$ cat config.mk
export PLATFORM = sky130hd
export DESIGN_NAME = rdt_server_connection_fsm
export DESIGN_NICKNAME = d
export VERILOG_FILES = /design/src/hw/rtl/rdt_pkg.sv /design/src/hw/rtl/rdt_seg_proc.sv /design/src/hw/rtl/rdt_res_fifo.sv /design/src/hw/rtl/rdt_server_connection_fsm.sv
export VERILOG_INCLUDE_DIRS = /design/src /design/src/hw/rtl
export SDC_FILE = /design/constraint.sdc
export NUM_CORES = 1
export LEC_CHECK = 0
export BUFFER_PORTS_ARGS = -buffer_cell sky130_fd_sc_hd__buf_2
export CAP_MARGIN = 25
export CORE_ASPECT_RATIO = 1.1
export CORE_MARGIN = 3
export CORE_UTILIZATION = 35
export CTS_BUF_LIST = sky130_fd_sc_hd__clkbuf_16
export CTS_CLUSTER_DIAMETER = 40
export DETAILED_ROUTE_END_ITERATION = 12
export PLACE_DENSITY = 0.52
export SYNTH_ARGS = -nofsm -noshare
export SYNTH_HDL_FRONTEND = slang
export SYNTH_SLANG_ARGS = --single-unit
$ cat constraint.sdc
create_clock -name clk -period 11.4 [get_ports clk]
set_input_delay 0.57 -clock clk [delete_from_list [all_inputs] [get_ports clk]]
set_output_delay 0.57 -clock clk [all_outputs]
set_load 0.02 [all_outputs]
$ cat src/hw/rtl/assert_macros.svh
// Assertion macros for the RTL files.
`ifndef ASSERT_MACROS_SVH
`define ASSERT_MACROS_SVH
`ifndef SYNTH
// Check prop at every rising clock edge, skipped while rst is high.
`define ASSERT_RST(label, clk, rst, prop) \
  label: assert property (@(posedge clk) disable iff (rst) prop) \
    else $error("%m: assertion failed");
// Check prop at every rising clock edge, reset included.
`define ASSERT_ALL(label, clk, prop) \
  label: assert property (@(posedge clk) prop) \
    else $error("%m: assertion failed");
`else
`define ASSERT_RST(label, clk, rst, prop)
`define ASSERT_ALL(label, clk, prop)
`endif
`endif

$ cat src/hw/rtl/rdt_pkg.sv
// Types, constants and helpers of the segment-header connection machine.
package rdt_pkg;

  localparam logic [9:0]  HDR_BYTES     = 10'd12;
  localparam int          MAX_PAYLOAD   = 512;
  localparam logic [15:0] SEQ_MOD_RESET = 16'd25600;

  localparam int RES_DEPTH = 4;
  localparam int RES_PTR_W = 2;
  localparam int RES_CNT_W = 3;

  typedef enum logic [2:0] {
    ST_IDLE    = 3'd0,
    ST_WAIT    = 3'd1,
    ST_CONN    = 3'd2,
    ST_CLOSING = 3'd3,
    ST_CLOSED  = 3'd4
  } conn_state_t;

  typedef struct packed {
    logic [15:0] seq;
    logic [15:0] ack;
    logic        syn;
    logic        ack_flag;
    logic        fin;
    logic [9:0]  length;
    logic [14:0] initial_seq;
  } seg_t;

  typedef struct packed {
    logic [15:0] seq;
    logic [15:0] ack;
    logic        syn;
    logic        ack_flag;
    logic        fin;
    logic [9:0]  payload;
    logic        first_data;
    logic        last_result;
  } res_t;

  typedef struct packed {
    logic [1:0]  nres;
    res_t [1:0]  res;
    conn_state_t state_next;
    logic [15:0] seq_next;
    logic [15:0] ack_next;
  } proc_t;

  function automatic res_t make_res(input logic [15:0] seq, input logic [15:0] ack,
                                    input logic syn, input logic ack_flag,
                                    input logic fin, input logic [9:0] payload,
                                    input logic first_data, input logic last_result);
    res_t r;
    r.seq         = seq;
    r.ack         = ack;
    r.syn         = syn;
    r.ack_flag    = ack_flag;
    r.fin         = fin;
    r.payload     = payload;
    r.first_data  = first_data;
    r.last_result = last_result;
    return r;
  endfunction

endpackage

$ cat src/hw/rtl/rdt_seg_proc.sv
// Next-state and result logic for one received segment header.
module rdt_seg_proc (
  input  rdt_pkg::seg_t        seg,
  input  rdt_pkg::conn_state_t conn_state,
  input  logic [15:0]          current_seq,
  input  logic [15:0]          current_ack,
  input  logic [15:0]          seq_modulus,
  output rdt_pkg::proc_t       proc
);
  import rdt_pkg::*;

  logic        data_seg;
  logic [9:0]  d;
  logic        len_ok;
  logic [16:0] sum;
  logic [15:0] adv_ack;
  logic [15:0] sf_ack;
  logic        mismatch;
  logic        fin_drop;

  always_comb begin
    data_seg = !seg.syn && seg.ack_flag && !seg.fin;
    d        = seg.length - HDR_BYTES;
    len_ok   = (seg.length >= HDR_BYTES) && ({3'b000, d} <= 13'(MAX_PAYLOAD));

    // Ack advance wraps past the modulus with one extra step
    sum      = {1'b0, seg.seq} + {7'd0, d};
    adv_ack  = (sum <= {1'b0, seq_modulus}) ? sum[15:0]
                                            : 16'(sum - {1'b0, seq_modulus} - 17'd1);
    sf_ack   = (seg.seq < seq_modulus) ? 16'(seg.seq + 16'd1) : 16'd0;

    // Drop only when both numbers disagree; seq+1 taken without wrap
    mismatch = (current_ack != seg.seq) &&
               (({1'b0, current_seq} + 17'd1) != {1'b0, seg.ack});
    fin_drop = (current_ack != seg.seq) && (seg.ack != 16'd0);

    proc.nres       = 2'd0;
    proc.res        = '0;
    proc.state_next = conn_state;
    proc.seq_next   = current_seq;
    proc.ack_next   = current_ack;

    if (len_ok) begin
      unique case (conn_state)
        ST_WAIT: begin
          if (data_seg && d != 10'd0 && !mismatch) begin
            proc.ack_next   = adv_ack;
            proc.seq_next   = seg.ack;
            proc.state_next = ST_CONN;
            proc.nres       = 2'd1;
            proc.res[0]     = make_res(seg.ack, adv_ack, 1'b0, 1'b1, 1'b0, d, 1'b1, 1'b1);
          end
        end
        ST_CONN: begin
          if (data_seg) begin
            if (!mismatch) begin
              proc.ack_next = adv_ack;
              proc.seq_next = seg.ack;
              proc.nres     = 2'd1;
              proc.res[0]   = make_res(seg.ack, adv_ack, 1'b0, 1'b1, 1'b0, d, 1'b0, 1'b1);
            end
          end else if (!seg.syn && !seg.ack_flag && seg.fin && !fin_drop &&
                       d == 10'd0) begin
            proc.ack_next   = sf_ack;
            proc.state_next = ST_CLOSED;
            proc.nres       = 2'd2;
            proc.res[0]     = make_res(current_seq, sf_ack, 1'b0, 1'b1, 1'b0, 10'd0,
                                       1'b0, 1'b0);
            proc.res[1]     = make_res(current_seq, 16'd0, 1'b0, 1'b0, 1'b1, 10'd0,
                                       1'b0, 1'b1);
          end
        end
        ST_CLOSED: begin
          if (data_seg && !mismatch && seg.seq <= seq_modulus) begin
            proc.state_next = ST_IDLE;
          end
        end
        default: begin
          if (seg.syn && !seg.ack_flag && !seg.fin && d == 10'd0) begin
            proc.ack_next   = sf_ack;
            proc.seq_next   = {1'b0, seg.initial_seq};
            proc.state_next = ST_WAIT;
            proc.nres       = 2'd1;
            proc.res[0]     = make_res({1'b0, seg.initial_seq}, sf_ack, 1'b1, 1'b1,
                                       1'b0, 10'd0, 1'b0, 1'b1);
          end else begin
            proc.state_next = ST_IDLE;
          end
        end
      endcase
    end
  end

endmodule

$ cat src/hw/rtl/rdt_res_fifo.sv
// Result queue: takes up to two results per cycle, hands out one.
module rdt_res_fifo (
  input  logic                clk,
  input  logic                rst,
  input  logic [1:0]          push_cnt,
  input  rdt_pkg::res_t [1:0] push_data,
  input  logic                pop,
  output logic                room2,
  output logic                head_valid,
  output rdt_pkg::res_t       head
);
  import rdt_pkg::*;

  res_t                 mem [RES_DEPTH];
  logic [RES_PTR_W-1:0] wr_ptr;
  logic [RES_PTR_W-1:0] rd_ptr;
  logic [RES_CNT_W-1:0] count;
  logic [RES_PTR_W-1:0] wr_ptr_inc;
  logic                 pop_go;

  assign wr_ptr_inc = wr_ptr + RES_PTR_W'(1);
  assign head_valid = (count != '0);
  assign head       = mem[rd_ptr];
  assign room2      = (count <= RES_CNT_W'(RES_DEPTH - 2));
  assign pop_go     = pop && head_valid;

  always_ff @(posedge clk) begin
    if (push_cnt != 2'd0) begin
      mem[wr_ptr] <= push_data[0];
    end
    if (push_cnt == 2'd2) begin
      mem[wr_ptr_inc] <= push_data[1];
    end
  end

  always_ff @(posedge clk) begin
    if (rst) begin
      wr_ptr <= '0;
      rd_ptr <= '0;
      count  <= '0;
    end else begin
      wr_ptr <= wr_ptr + RES_PTR_W'(push_cnt);
      rd_ptr <= rd_ptr + RES_PTR_W'(pop_go);
      count  <= count + RES_CNT_W'(push_cnt) - RES_CNT_W'(pop_go);
    end
  end

endmodule

$ cat src/hw/rtl/rdt_server_connection_fsm.sv
// Top level: receive-side connection machine for segment headers.
// An item waits in the input register; its results then pass through the result queue.
// Throughput: one item per cycle while the queue has room for two results; results
// leave at one per cycle while out_ready is high, a FIN's two results one by one.
// A four-entry result queue decouples the output port from the item register.
// Reset: clears connection state to idle, seq/ack to zero, modulus to 25600, queues empty.
`include "assert_macros.svh"

module rdt_server_connection_fsm (
  input  logic        clk,
  input  logic        rst,
  // Configuration: sequence modulus
  input  logic        cfg_we,
  input  logic [15:0] cfg_wdata,
  // Segment header channel
  input  logic        in_valid,
  output logic        in_ready,
  input  logic [15:0] seg_seq,
  input  logic [15:0] seg_ack,
  input  logic        seg_syn,
  input  logic        seg_ack_flag,
  input  logic        seg_fin,
  input  logic [9:0]  seg_length,
  input  logic [14:0] initial_seq,
  // Result channel
  output logic        out_valid,
  input  logic        out_ready,
  output logic [15:0] out_seq,
  output logic [15:0] out_ack,
  output logic        out_syn,
  output logic        out_ack_flag,
  output logic        out_fin,
  output logic [9:0]  payload_accepted,
  output logic        first_data,
  output logic        last_result
);
  import rdt_pkg::*;

  // Configuration register
  logic [15:0] seq_modulus;

  // Connection state
  conn_state_t conn_state;
  logic [15:0] current_seq;
  logic [15:0] current_ack;

  // Input register: one header waiting for processing
  logic        in_full;
  seg_t        in_seg;

  logic        room2;
  logic        proc_go;
  proc_t       proc;
  res_t        head;
  logic [1:0]  push_cnt;

  // Process the held header whenever the queue can take two results;
  // the register frees up in the same cycle, so a new transfer lands at once.
  assign proc_go  = in_full && room2;
  assign in_ready = !in_full || proc_go;
  assign push_cnt = proc_go ? proc.nres : 2'd0;

  always_ff @(posedge clk) begin
    if (rst) begin
      seq_modulus <= SEQ_MOD_RESET;
    end else if (cfg_we) begin
      seq_modulus <= cfg_wdata;
    end
  end

  always_ff @(posedge clk) begin
    if (rst) begin
      in_full <= 1'b0;
    end else if (in_valid && in_ready) begin
      in_full <= 1'b1;
    end else if (proc_go) begin
      in_full <= 1'b0;
    end
  end

  // Payload register: hold the header until processed
  always_ff @(posedge clk) begin
    if (in_valid && in_ready) begin
      in_seg.seq         <= seg_seq;
      in_seg.ack         <= seg_ack;
      in_seg.syn         <= seg_syn;
      in_seg.ack_flag    <= seg_ack_flag;
      in_seg.fin         <= seg_fin;
      in_seg.length      <= seg_length;
      in_seg.initial_seq <= initial_seq;
    end
  end

  // Advance connection state once per processed header; a dropped header
  // leaves everything as is (the logic hands back the current values).
  always_ff @(posedge clk) begin
    if (rst) begin
      conn_state  <= ST_IDLE;
      current_seq <= 16'd0;
      current_ack <= 16'd0;
    end else if (proc_go) begin
      conn_state  <= proc.state_next;
      current_seq <= proc.seq_next;
      current_ack <= proc.ack_next;
    end
  end

  rdt_seg_proc u_proc (
    .seg         (in_seg),
    .conn_state  (conn_state),
    .current_seq (current_seq),
    .current_ack (current_ack),
    .seq_modulus (seq_modulus),
    .proc        (proc)
  );

  rdt_res_fifo u_res_fifo (
    .clk        (clk),
    .rst        (rst),
    .push_cnt   (push_cnt),
    .push_data  (proc.res),
    .pop        (out_ready),
    .room2      (room2),
    .head_valid (out_valid),
    .head       (head)
  );

  assign out_seq          = head.seq;
  assign out_ack          = head.ack;
  assign out_syn          = head.syn;
  assign out_ack_flag     = head.ack_flag;
  assign out_fin          = head.fin;
  assign payload_accepted = head.payload;
  assign first_data       = head.first_data;
  assign last_result      = head.last_result;

  // The closing state is never entered, so it is never stored
  `ASSERT_RST(a_closing_not_held, clk, rst, conn_state != ST_CLOSING)
  // A two-result header is always a FIN that closes the connection
  `ASSERT_RST(a_fin_closes, clk, rst, (proc_go && proc.nres == 2'd2) |=> (conn_state == ST_CLOSED))
  // Payload only rides on plain ACK results
  `ASSERT_RST(a_pay_on_ack, clk, rst, (out_valid && payload_accepted != 10'd0) |-> (out_ack_flag && !out_fin && !out_syn))
  // Nothing is offered right after reset
  `ASSERT_ALL(a_rst_empty, clk, rst |=> !out_valid)

endmodule
* Yosys cells after proc, flatten, opt, wreduce, memory -nomap -nowiden
Memory sizes are Yosys's and may differ from the RTL's. A register that Yosys moved wholly into a read port is not among the register bits.
Index checks and enable logic that the tools add are counted.
** Storage, ports and cells
- Register bits after elaboration :: 119
- RAM bits :: 188
- Output and inout bits :: 49
- Word-level logic and storage cells :: 118
- Memories :: 1
** Operators by class
- Add/subtract/negate cells :: 11
- $lt $le $gt $ge :: 6
- Equality and inequality tests :: 14
- Muxes and demuxes :: 34
- Bitwise logic cells :: 1
- Reduce and logical (&&, ||, !) cells :: 36
** Memories
- u_res_fifo.mem :: words 4, width 47, read ports 1, clocked after Yosys merged registers in 1, wr ports 2, line rdt_res_fifo.sv:14 : res_t mem [RES_DEPTH];
** Operators by type and width (count)
- 47-bit 2-to-1 mux :: 4
- 47-bit one-hot mux with 3 select lines :: 1
- 131-bit 2-to-1 mux :: 1
- 99-bit 2-to-1 mux :: 1
- 32-bit one-hot mux with 3 select lines :: 1
- 82-bit 2-to-1 mux :: 1
- 16-bit 2-to-1 mux :: 5
- 32-bit 2-to-1 mux :: 2
- 46-bit 2-to-1 mux :: 1
- 1-bit logical AND :: 19
- 16-bit by 1-bit adder with 17-bit output (second input constant) :: 1
- 16-bit by 10-bit adder with 17-bit output :: 1
- 17-bit by 16-bit less-or-equal comparator with 1-bit output :: 1
- 17-bit by 16-bit != test with 1-bit output :: 1
- 16-bit by 1-bit adder with 16-bit output (second input constant) :: 1
- 16-bit less-or-equal comparator :: 1
- 16-bit < comparator :: 1
- 16-bit != test :: 1
- 16-bit nonzero test :: 1
- 16-bit by 1-bit subtractor with 16-bit output (second input constant) :: 1
- 16-bit subtractor :: 1
- 7-bit AND reduction :: 2
- 10-bit by 4-bit >= comparator with 1-bit output (second input constant) :: 1
- 10-bit less-or-equal comparator (second input constant) :: 1
- 28 further kinds :: 51

* Logic depth before layout (Yosys ltp)
- Word-level depth :: 13
- Gate-level depth with buffers :: 24
- Gate-level depth less buffers :: 22

* Cells and area by module
From an unflattened synthesis, not the netlist that was laid out.
** Second synthesis, totals
- Cells, all modules :: 1670
- Area total of the unflattened synthesis :: 19406.1 µm²
** Modules (own cells, without submodules)
- rdt_res_fifo :: instances 1, cells an instance 503, area an instance 9539.1 µm², seq. area each 5785.5 µm²
- rdt_seg_proc :: instances 1, cells an instance 888, area an instance 5751.8 µm², seq. area each 0.0 µm²
- rdt_server_connection_fsm :: instances 1, cells an instance 279, area an instance 4115.2 µm², seq. area each 2842.7 µm²

* Worst setup path after synthesis
OpenSTA, ideal clock, no wires.
- Path type :: flip-flop to flip-flop
- Start :: reg in_seg[19] (netlist bit)
- End :: mem u_res_fifo.mem[0][26] (netlist bit)
- Setup time :: 0.142 ns
- Arrival time :: 5.375 ns
- Slack :: 5.884 ns
- Cell stages (with the launch flop) :: 22
- Path buffers :: 5
- Period minus slack after synthesis :: 5.516 ns
- Cell sequence :: edfxtp_1 nor4_1 nand2_1 xnor2_1 buf_1 ha_1 clkbuf_1 nor4b_1 a2111oi_0 o311ai_0 ha_1 clkbuf_1 nand4_1 a311oi_1 nor4_1 o22ai_1 clkbuf_1 clkbuf_1 a21oi_1 a22o_1 a222oi_1 mux2i_1
** RTL lines
- start, declared :: line rdt_server_connection_fsm.sv:49 : seg_t in_seg;
- end, declared :: line rdt_res_fifo.sv:14

==> results.py <==
metrics = {
    "clocking": {
        "clock_path_buffers": 3,
        "cts_setup_buffers": 0,
        "clock_sinks": 307,
        "clockRootBuffer": "clkbuf_16",
        "post_cts_resized": 0,
        "htree_levels": 2,
        "clk_latency_ns": 0.60,
        "cts_buffers": 49,
        "cts_hold_buf": 0,
        "path_clk_slew_ns": 0.06,
        "cts_tree": "yes",
    },
    "route": {
        "antenna_left": 0,
        "drt_iter0_markers": 1133,
        "num_vias": 13300,
        "wl_per_cell_um": 22.9,
        "via_per_inst": 5.78,
        "drt-total-wl_um": 52700,
        "dr.pass1.iters": 7,
        "drc": 0,
    },
    "synthesis": {
        "syn_inst": 1586,
        "yosysSeqAreaShare": 0.460,
        "synthesis.nets": 1723,
        "avgSynthCellArea_um2": 10.2,
        "synth_xor_area_frac": 0.0459,
        "ys_seq_elements": 307,
        "ys_types": 84,
        "synth.area.mux_share": 0.0939,
        "yosys.area_share.simple": 0.146,
        "synthAdderAreaFrac": 0.0446,
        "syn_area_um2": 16200,
        "yosys_warnings": 0,
        "async_reset_ff_frac": 0,
        "synthFlopType": "dfxtp_1",
        "synth_edf_count": 132,
        "synth_compound_area_frac": 0.168,
        "synth_top_family_by_area": "compound AO/OA/AOI/OAI gates",
    },
    "sta": {
        "fin_worst_skew_ns": 0.0326,
        "tightest_slew_ns": 1.09,
        "timing.fmax_mhz": 165,
        "slew_headroom": 0.275,
        "period_minus_slack_ns": 6.07,
        "rsz0062_at_grt": "no",
        "fin_tns_setup_ns": 0,
        "setup_viol": 0,
        "finalHoldViolations": 0,
        "post-route-period-util": 0.532,
        "drv_slew": 0,
    },
    "global_route": {
        "grtUsageTotal": 0.211,
        "grt_pass1_vias": 13100,
        "grt_max_degree": 61,
        "antenna_found_initial": 1,
        "grt_first_pass_wirelength_um": 79600,
        "globalRouteOverflowTotal": 0,
    },
    "final_layout": {
        "multi_input_area_um2": 8120,
        "drive_gt1_frac": 0.183,
        "fill_cells": 4444,
        "regArea_um2": 7470,
        "syn_to_final_growth_pct": 16.5,
        "num-nets-final": 1812,
    },
    "floorplan": {
        "ioPinCount": 130,
        "rows": 82,
        "core-area_um2": 45700,
        "dieArea_um2": 49000,
        "die_x_um": 211,
        "initial_core_util": 0.355,
        "die_h_um": 232,
    },
    "critical_path": {
        "crit_top_cell": "ha_1",
        "cp-start-kind": "flop",
        "critPathSlowestCell": "a222oi_1",
        "cp.arrival_ns": 6.50,
        "worstSetupPathType": "reg -> reg",
        "max_stage_delay_ns": 0.61,
        "critPathCaptureType": "flop",
        "cp.required_ns": 11.83,
        "cp_max_fo": 11,
        "path_cells": "ha_1 > nor3_1 > xor2_1 > ha_1 > or4_1 > o22ai_1 > o311ai_0 > ha_1 > nand4_1 > a311oi_1 > nor4_1 > o22ai_2 > buf_6 > mux2_2 > a21o_1 > a222oi_1 > mux2i_1",
    },
    "power_and_ir_drop": {
        "p_int_w": 0.00229,
        "p_leak_nw": 7.04,
        "finalPower_w": 0.00328,
        "pwr-share-seq": 0.379,
        "ir_worst_vdd_mv": 0.103,
        "power_frac_clock": 0.434,
        "p_sw_w": 0.000989,
        "p_sw_frac": 0.301,
        "power_density_nw_per_um2": 174,
        "combPwrFrac": 0.188,
    },
    "worst_hold_path": {
        "worst_hold_path_type": "in -> reg",
    },
    "placement": {
        "place_hpwl_um": 35700,
        "gp_congestion": 0.910,
        "io_buffers": 129,
    },
    "job": {
        "cap_violations": 0,
    },
    "outcome": {
        "status": "finished, final reports clean",
    },
}
==> cell usage in the layout (no fill, tap or decap), types with 5 or more instances in the layout <==
| master | instances |
|---|---|
| xnor2_1 | 40 |
| nand2_1 | 134 |
| and2_1 | 13 |
| mux2i_1 | 42 |
| a21o_1 | 10 |
| a21oi_1 | 55 |
| nand3_1 | 109 |
| ha_1 | 53 |
| buf_2 | 129 |
| o21a_1 | 9 |
| nor2_1 | 96 |
| buf_4 | 19 |
| xor2_1 | 45 |
| nor2b_1 | 10 |
| or4_1 | 7 |
| o211a_1 | 6 |
| clkbuf_16 | 50 |
| nor3b_1 | 5 |
| nor4_1 | 17 |
| edfxtp_1 | 132 |
| o22a_1 | 10 |
| o22ai_1 | 70 |
| a22oi_1 | 18 |
| a311oi_1 | 6 |
| o211ai_1 | 6 |
| dfxtp_1 | 173 |
| a211oi_1 | 31 |
| a222oi_1 | 24 |
| and3_1 | 11 |
| inv_1 | 51 |
| o21ai_1 | 53 |
| nor3_1 | 25 |
| o21ai_0 | 64 |
| mux4_2 | 47 |
| clkinv_1 | 6 |
| a31oi_1 | 5 |
| a22o_1 | 5 |
| nand4_1 | 18 |
| inv_6 | 8 |
==> per-layer routing <==
metal,GRT usage,wire length (um),part of all wire,up-vias
li1,-,-,-,6225
met1,0.298,24300,0.46,6481
met2,0.329,23700,0.45,516
met3,0.0427,3500,0.066,89
met4,0.0609,1240,0.024,0
met5,0,0,0,-
==> power by group through the flow <==
stage / clock, W / sequential (W) / combinational [W]
floorplan: 0 / 0.00122 / 0.000471
CTS: 0.00146 / 0.00124 / 0.000614
detailed placement: 0 / 0.00127 / 0.000610
global placement: 0 / 0.00127 / 0.000613
finish: 0.00142 / 0.00124 / 0.000616
global route: 0.00151 / 0.00125 / 0.000675
==> Yosys cell counts, drive strengths merged (10+ instances only) <==
cell,number,area share
and3,11,0.0042
a22oi,18,0.0083
dfxtp,175,0.22
nand4,18,0.0069
nand3,114,0.036
nor3,28,0.0096
nand2,138,0.033
a21oi,57,0.019
ha,53,0.041
a222oi,24,0.015
inv,42,0.0097
a211oi,32,0.016
buf,43,0.015
o22a,10,0.0054
nor4,18,0.0073
mux4,47,0.065
a21o,10,0.0046
xnor2,40,0.022
o21a,10,0.0047
o21ai,118,0.037
xor2,45,0.024
and2,14,0.0054
nor2b,10,0.0039
mux2i,42,0.026
nor2,98,0.023
o22ai,71,0.027
edfxtp,132,0.24
clkbuf,69,0.016
==> state kept, by name (all words and copies together), names as in the netlist <==
name	count
u_res_fifo.wr_ptr	2
current_ack	16
conn_state	3
u_res_fifo.count	3
seq_modulus	16
in_full	1
current_seq	16
u_res_fifo.mem	188
u_res_fifo.rd_ptr	2
in_seg	60
==> cells by family after synthesis <==
family,Yosys count
xor+xnor,85
mux,93
compound gates,407
simple gates,483
buf+inv,155
fa+ha+maj,56
flops,307
==> cell type report <==
type | count | share of cell area
multi-input combinational | 1124 | 0.430
sequential | 307 | 0.395
clock buffer | 50 | 0.0662
timing repair buffer | 150 | 0.0438
tap | 588 | 0.0389
clock inverter | 40 | 0.0178
inverter | 43 | 0.00854
antenna | 1 | 0.000132
==> worst paths after layout <==
kind,start,end,slack [ns],depth (start not counted)
max,in_seg[17],u_res_fifo.mem[1][25],5.33,17
min,seg_ack[10],in_seg[38],0.15,1
max reg2reg,in_seg[17],u_res_fifo.mem[1][25],5.33,17
min reg2reg,u_res_fifo.mem[1][13],u_res_fifo.mem[1][13],0.44,2
==> worst max-delay path: cells and delay by family, from the launching register on <==
family	cells	cell delay [ns]
buf+inv	1	0.25
xor+xnor	1	0.15
mux	2	0.55
flops	1	0.47
fa+ha+maj	3	1.03
compound gates	6	2.47
simple gates	4	1.00
==> metrics by stage <==
stage	util	worst slack, ns	hold WS (ns)	cell area, um2	std cells
6_report	0.414	5.33	0.150	18900	2303
3_5_place_dp	0.378	5.10	0.435	17300	2210
2_1_floorplan	-	5.88	0.417	16200	1586
5_1_grt	0.414	4.73	0.114	18900	2302
3_3_place_gp	0.378	5.30	0.431	17300	2210
4_1_cts	0.413	5.08	0.114	18900	2300
No activity file was read; power rests on OpenSTA's default activity.
